===== src/rtl/periodic_min_image_distance_defines.svh =====
`ifndef PERIODIC_MIN_IMAGE_DISTANCE_DEFINES_SVH
`define PERIODIC_MIN_IMAGE_DISTANCE_DEFINES_SVH

// Same-cycle implication, checked on aclk and disabled while aresetn is low.
`define PMID_ASSERT_IMPL(label, ante, cons, msg) \
    label: assert property (@(posedge aclk) disable iff (!aresetn) (ante) |-> (cons)) \
        else $error(msg);

// Next-cycle implication, checked on aclk and disabled while aresetn is low.
`define PMID_ASSERT_NEXT(label, ante, cons, msg) \
    label: assert property (@(posedge aclk) disable iff (!aresetn) (ante) |=> (cons)) \
        else $error(msg);

`endif


===== src/rtl/pmid_pkg.sv =====
`timescale 1ns / 1ps

package pmid_pkg;

    // Field widths.
    localparam int COORD_BITS = 20;
    localparam int BOX_BITS   = 20;
    localparam int SQ_BITS    = 40;
    localparam int DIST_BITS  = 20;

    // Internal widths derived from the field widths.
    localparam int EFF_BITS    = (COORD_BITS > BOX_BITS) ? COORD_BITS : BOX_BITS;
    localparam int PROD_BITS   = 2 * EFF_BITS;
    localparam int SUM_BITS    = PROD_BITS + 2;
    localparam int REM_BITS    = SQ_BITS + 1;
    localparam int ROOT_STAGES = DIST_BITS;

    localparam logic [BOX_BITS-1:0] BOX_RESET = {BOX_BITS{1'b1}};
    localparam logic [SQ_BITS-1:0]  SQ_MAX    = {SQ_BITS{1'b1}};

    // One pair of particle positions.
    typedef struct packed {
        logic [COORD_BITS-1:0] a_x;
        logic [COORD_BITS-1:0] b_x;
        logic [COORD_BITS-1:0] a_y;
        logic [COORD_BITS-1:0] b_y;
        logic [COORD_BITS-1:0] a_z;
        logic [COORD_BITS-1:0] b_z;
    } pair_t;

    // Saturated squared distance handed from the front end to the root pipeline.
    typedef struct packed {
        logic [SQ_BITS-1:0] dist_squared;
        logic               out_of_box;
    } sum_t;

    // One result.
    typedef struct packed {
        logic [SQ_BITS-1:0]   dist_squared;
        logic [DIST_BITS-1:0] distance;
        logic                 out_of_box;
    } result_t;

endpackage


===== src/rtl/pmid_front.sv =====
`timescale 1ns / 1ps

module pmid_front (
    input  logic                          aclk,
    input  logic                          aresetn,
    input  logic [pmid_pkg::BOX_BITS-1:0] box_length,
    input  logic                          advance,
    input  logic                          in_valid,
    input  pmid_pkg::pair_t               in_data,
    output logic                          in_ready,
    output logic                          sum_valid,
    output pmid_pkg::sum_t                sum_data
);
    import pmid_pkg::*;

    logic [COORD_BITS-1:0] a_c [3];
    logic [COORD_BITS-1:0] b_c [3];
    logic [COORD_BITS-1:0] mag_next [3];
    logic [EFF_BITS-1:0]   eff_next [3];
    logic                  oob_next;
    logic [SUM_BITS-1:0]   sum_full;
    logic                  load1;

    logic                  v1_reg, v2_reg, v3_reg, v4_reg;
    logic [COORD_BITS-1:0] mag_reg [3];
    logic [EFF_BITS-1:0]   eff_reg [3];
    logic [PROD_BITS-1:0]  sq_reg [3];
    logic                  oob1_reg, oob2_reg, oob3_reg, oob4_reg;
    logic [SQ_BITS-1:0]    dsq_reg;

    // The first stage may fill a bubble even while the rest of the pipeline holds.
    assign load1    = advance || !v1_reg;
    assign in_ready = load1;

    // Axis differences and the out-of-box check.
    always_comb begin
        a_c[0] = in_data.a_x;
        b_c[0] = in_data.b_x;
        a_c[1] = in_data.a_y;
        b_c[1] = in_data.b_y;
        a_c[2] = in_data.a_z;
        b_c[2] = in_data.b_z;
        oob_next = 1'b0;
        for (int k = 0; k < 3; k++) begin
            mag_next[k] = (a_c[k] >= b_c[k]) ? (a_c[k] - b_c[k]) : (b_c[k] - a_c[k]);
            if ((EFF_BITS'(a_c[k]) > EFF_BITS'(box_length)) ||
                (EFF_BITS'(b_c[k]) > EFF_BITS'(box_length))) begin
                oob_next = 1'b1;
            end
        end
    end

    // Minimum-image fold: a magnitude above half the box becomes its distance to the box.
    always_comb begin
        for (int k = 0; k < 3; k++) begin
            if ({EFF_BITS'(mag_reg[k]), 1'b0} > {1'b0, EFF_BITS'(box_length)}) begin
                if (EFF_BITS'(mag_reg[k]) >= EFF_BITS'(box_length)) begin
                    eff_next[k] = EFF_BITS'(mag_reg[k]) - EFF_BITS'(box_length);
                end else begin
                    eff_next[k] = EFF_BITS'(box_length) - EFF_BITS'(mag_reg[k]);
                end
            end else begin
                eff_next[k] = EFF_BITS'(mag_reg[k]);
            end
        end
    end

    // Sum of the three squares.
    assign sum_full = SUM_BITS'(sq_reg[0]) + SUM_BITS'(sq_reg[1]) + SUM_BITS'(sq_reg[2]);

    // Valid bits.
    always_ff @(posedge aclk) begin
        if (!aresetn) begin
            v1_reg <= 1'b0;
            v2_reg <= 1'b0;
            v3_reg <= 1'b0;
            v4_reg <= 1'b0;
        end else begin
            if (load1) begin
                v1_reg <= in_valid;
            end
            if (advance) begin
                v2_reg <= v1_reg;
                v3_reg <= v2_reg;
                v4_reg <= v3_reg;
            end
        end
    end

    // Payload stages.
    always_ff @(posedge aclk) begin
        if (load1) begin
            mag_reg  <= mag_next;
            oob1_reg <= oob_next;
        end
        if (advance) begin
            eff_reg  <= eff_next;
            oob2_reg <= oob1_reg;
            for (int k = 0; k < 3; k++) begin
                sq_reg[k] <= PROD_BITS'(eff_reg[k]) * PROD_BITS'(eff_reg[k]);
            end
            oob3_reg <= oob2_reg;
            if (sum_full > SUM_BITS'(SQ_MAX)) begin
                dsq_reg <= SQ_MAX;
            end else begin
                dsq_reg <= sum_full[SQ_BITS-1:0];
            end
            oob4_reg <= oob3_reg;
        end
    end

    assign sum_valid              = v4_reg;
    assign sum_data.dist_squared  = dsq_reg;
    assign sum_data.out_of_box    = oob4_reg;

endmodule


===== config.mk =====
export PLATFORM = sky130hd
export DESIGN_NAME = pmid_front
export DESIGN_NICKNAME = d
export VERILOG_FILES = /design/src/rtl/periodic_min_image_distance_defines.svh /design/src/rtl/pmid_pkg.sv /design/src/rtl/pmid_front.sv
export SDC_FILE = /design/constraint.sdc
export NUM_CORES = 2
export LEC_CHECK = 0
export ABC_AREA = 1
export BUFFER_PORTS_ARGS = -buffer_cell sky130_fd_sc_hd__clkbuf_2
export CAP_MARGIN = 20
export CORE_ASPECT_RATIO = 1.5
export CORE_MARGIN = 4
export CORE_UTILIZATION = 60
export DETAILED_ROUTE_END_ITERATION = 16
export GPL_TIMING_DRIVEN = 0
export PLACE_DENSITY = 0.8
export SYNTH_ARGS = -nofsm -noshare
export SYNTH_HDL_FRONTEND = slang
export SYNTH_SLANG_ARGS = --single-unit
export TNS_END_PERCENT = 10

===== constraint.sdc =====
create_clock -name aclk -period 5.86 [get_ports aclk]
set_clock_uncertainty 0.05 [all_clocks]
set_input_delay 0.293 -clock aclk [delete_from_list [all_inputs] [get_ports aclk]]
set_output_delay 0.293 -clock aclk [all_outputs]
set_load 0.005 [all_outputs]

==> impl_metrics.ini <==
[floorplan]
rows = 152
coreArea_um2 = 114000
start_util_pct = 60.4
dieWidth_um = 285
die_h_um = 424
die_area_um2 = 121000
ios = 187

[detailed_routing]
top_layer = met5
via_count = 62800
drt-total-wl_um = 225000
drt-wirelength-per-cell_um = 20.0
drc = 0
wl_met3_um = 12500
wl_met2_um = 113000
via_per_inst = 5.58
wl_met1_um = 75700
dr.pass1.iters = 8
drt_iter0_drc = 4427
drtAntennaViolNets = 0

[layout]
fin_cells = 11300
drive_above_1_share_pct = 12.2
largest_reg_flops = 117
syn2layout_area_growth_pct = 12.9
fin_area_um2 = 78000
nFillCells = 9376
nets = 11600

[worst_setup_path]
cpMaxStageDelayCell = edfxtp_1
crit_buf_inv = 7
worstPathArrival_ps = 6750
crit_path_end_kind = flop
required_ps = 6080
startpoint_type = flop
crit_family = adder cells
criticalPathCategory = flop to flop
crit_path_frequent_cell = fa_1
cp_max_fo = 6
cpPeakStageDelay_ps = 550

[logic_synthesis]
syn_inst = 9266
syn-cell-area_um2 = 69100
yosysMostFrequentCell = nand2_1
async_reset_ff_share_pct = 0
synth_top_cells_by_count = nand2_1 (2,585), inv_1 (2,015), ha_1 (900)
yosys_warnings = 0
yosys-top-cells-area = fa_1 (26%), ha_1 (16%), nand2_1 (14%), edfxtp_1 (12%), inv_1 (11%)
ys_types = 57
seq_area_frac_synth_pct = 12.3
yosys_most_used_dff = edfxtp_1
syn_avg_cell_area_um2 = 7.46
synth_top_area_cell = fa_1
synth_edf_count = 281
synth_top_area_share_pct = 25.6
ys_ff_latch = 285

[placement]
dp_hpwl_um = 183000
placed_cells = 11000
gp_congestion = 1.09
placed_area_um2 = 72400
portBuffers = 186

[global_routing]
overflow = 0
antenna_found_initial = 11
grt_usage_pct = 36.3
grt_pass1_vias = 65600
grt_pass1_wl_um = 342000
grt_max_degree = 87

[clock_network]
cts_buffers = 35
htreeDepth = 2
root_buffer = clkbuf_16
cts.path.max_buffers = 3
clk_latency_ps = 590
clk_pin_slew_ps = 60
cts_tree = yes
cts.sinks = 285

[outcome]
violations = negative setup slack
status = finished with violations

[timing]
setup_viol = 86
finalHoldViolations = 0
fin_tns_setup_ps = -36740
slew_viol_final = 0
slew_headroom_pct = 19.5
holdWs_ps = 141
fmax_mhz = 153
setup_slack_ps = -667
rsz0062_at_grt = true
period_needed_ps = 6530
finalCritPeriodShare_pct = 111
worstMarginPinSlew_ps = 1210

[job]
drv_cap = 0

[min_path]
hold_class = input pin to flop
layout by cell type, fill, tap and decap left out, types with 26 or more instances in the layout:
master / Yosys / routed
ha_4: 0 / 47
buf_6: 13 / 35
a21oi_1: 483 / 439
clkbuf_16: 0 / 40
edfxtp_1: 281 / 281
nand4_1: 94 / 94
nor3_1: 72 / 60
inv_2: 15 / 57
nor2_2: 23 / 64
buf_4: 14 / 194
fa_1: 885 / 857
o21bai_1: 89 / 87
inv_1: 2015 / 1972
xnor2_1: 62 / 60
buf_2: 48 / 55
ha_1: 900 / 842
fa_2: 0 / 28
nand3_1: 259 / 251
nand2_1: 2585 / 2472
xor2_1: 234 / 215
a21oi_2: 1 / 33
nand3_2: 20 / 28
nor2_1: 532 / 466
o21ai_0: 253 / 215
clkbuf_2: 31 / 227
o21ai_1: 32 / 52
clkbuf_8: 0 / 26
nand2_2: 20 / 106
nor2_4: 5 / 30
path summary, 6_finish.rpt:
check	slack [ps]	startpoint	to	cells past startpoint
setup / recovery	-670	eff_reg[27]	sq_reg[0][75]	25
hold / removal	140	in_data[60]	mag_reg[20]	3
setup reg to reg	-670	eff_reg[27]	sq_reg[0][75]	25
hold reg to reg	370	oob1_reg	oob2_reg	0
logic make-up after synthesis:
group / count (synthesis) / synth area share [%]
fa+ha+maj: 1785 / 41.9
compound gates: 954 / 7.57
simple gates: 3676 / 21.7
other cells: 2 / 0.0109
xor+xnor: 296 / 3.75
flops: 285 / 12.3
buf+inv: 2268 / 12.7
cell type report:
cell class                 count  area (um^2)  share of cell area, %
sequential                   285         8520                   10.9
multi-input combinational   6714        53900                   69.1
inverter                    2034         7640                   9.80
antenna                        9         22.5                 0.0289
timing repair buffer         384         2750                   3.53
buffer                       227         2040                   2.62
tap                         1540         1930                   2.47
clock buffer                  40          895                   1.15
clock inverter                22          267                  0.342
through the flow:
| step | utilization (%) | worst slack, ps |
|---|---|---|
| final | 68.2 | -667 |
| after global routing | 68.2 | -752 |
| after CTS | 66.8 | -495 |
| after detailed placement | 63.4 | -1560 |
| after global placement | 63.3 | -1810 |
| after floorplan | - | -40.4 |
worst register-to-register path: stages, from the launching register on:
cell and delay [ps]:
edfxtp_1 550, clkbuf_16 270, buf_4 160, clkbuf_16 150
nand2_1 60, inv_1 70, fa_1 540, inv_1 60
fa_1 490, fa_1 520, inv_1 90, fa_1 550
fa_1 440, fa_1 480, ha_1 330, ha_4 320
nand2_1 120, nor2_2 150, inv_1 70, nor2_2 140
and3_1 170, nand2_1 70, nand2_2 90, nand2_2 60
nand3_1 90, nand2_2 130
timing repair:
action / in CTS / in global routing
resized for setup: 440 / 327
setup buffers: 115 / 73
pin swaps: 119 / 148
hold buffers: 3 / 0
gates cloned: 3 / 2
endpoints found under the setup margin: 97 / 92
hold endpoints to repair: 4 / 0
metal layers:
layer	vias up	track usage, %
met5	-	0
met2	2610	65.2
met3	1038	4.15
li1	29300	-
met4	6	29.9
met1	29900	37.8
Power is not shown: default switching activity piles up to over one toggle a cycle in this logic, so the estimate is an artifact.
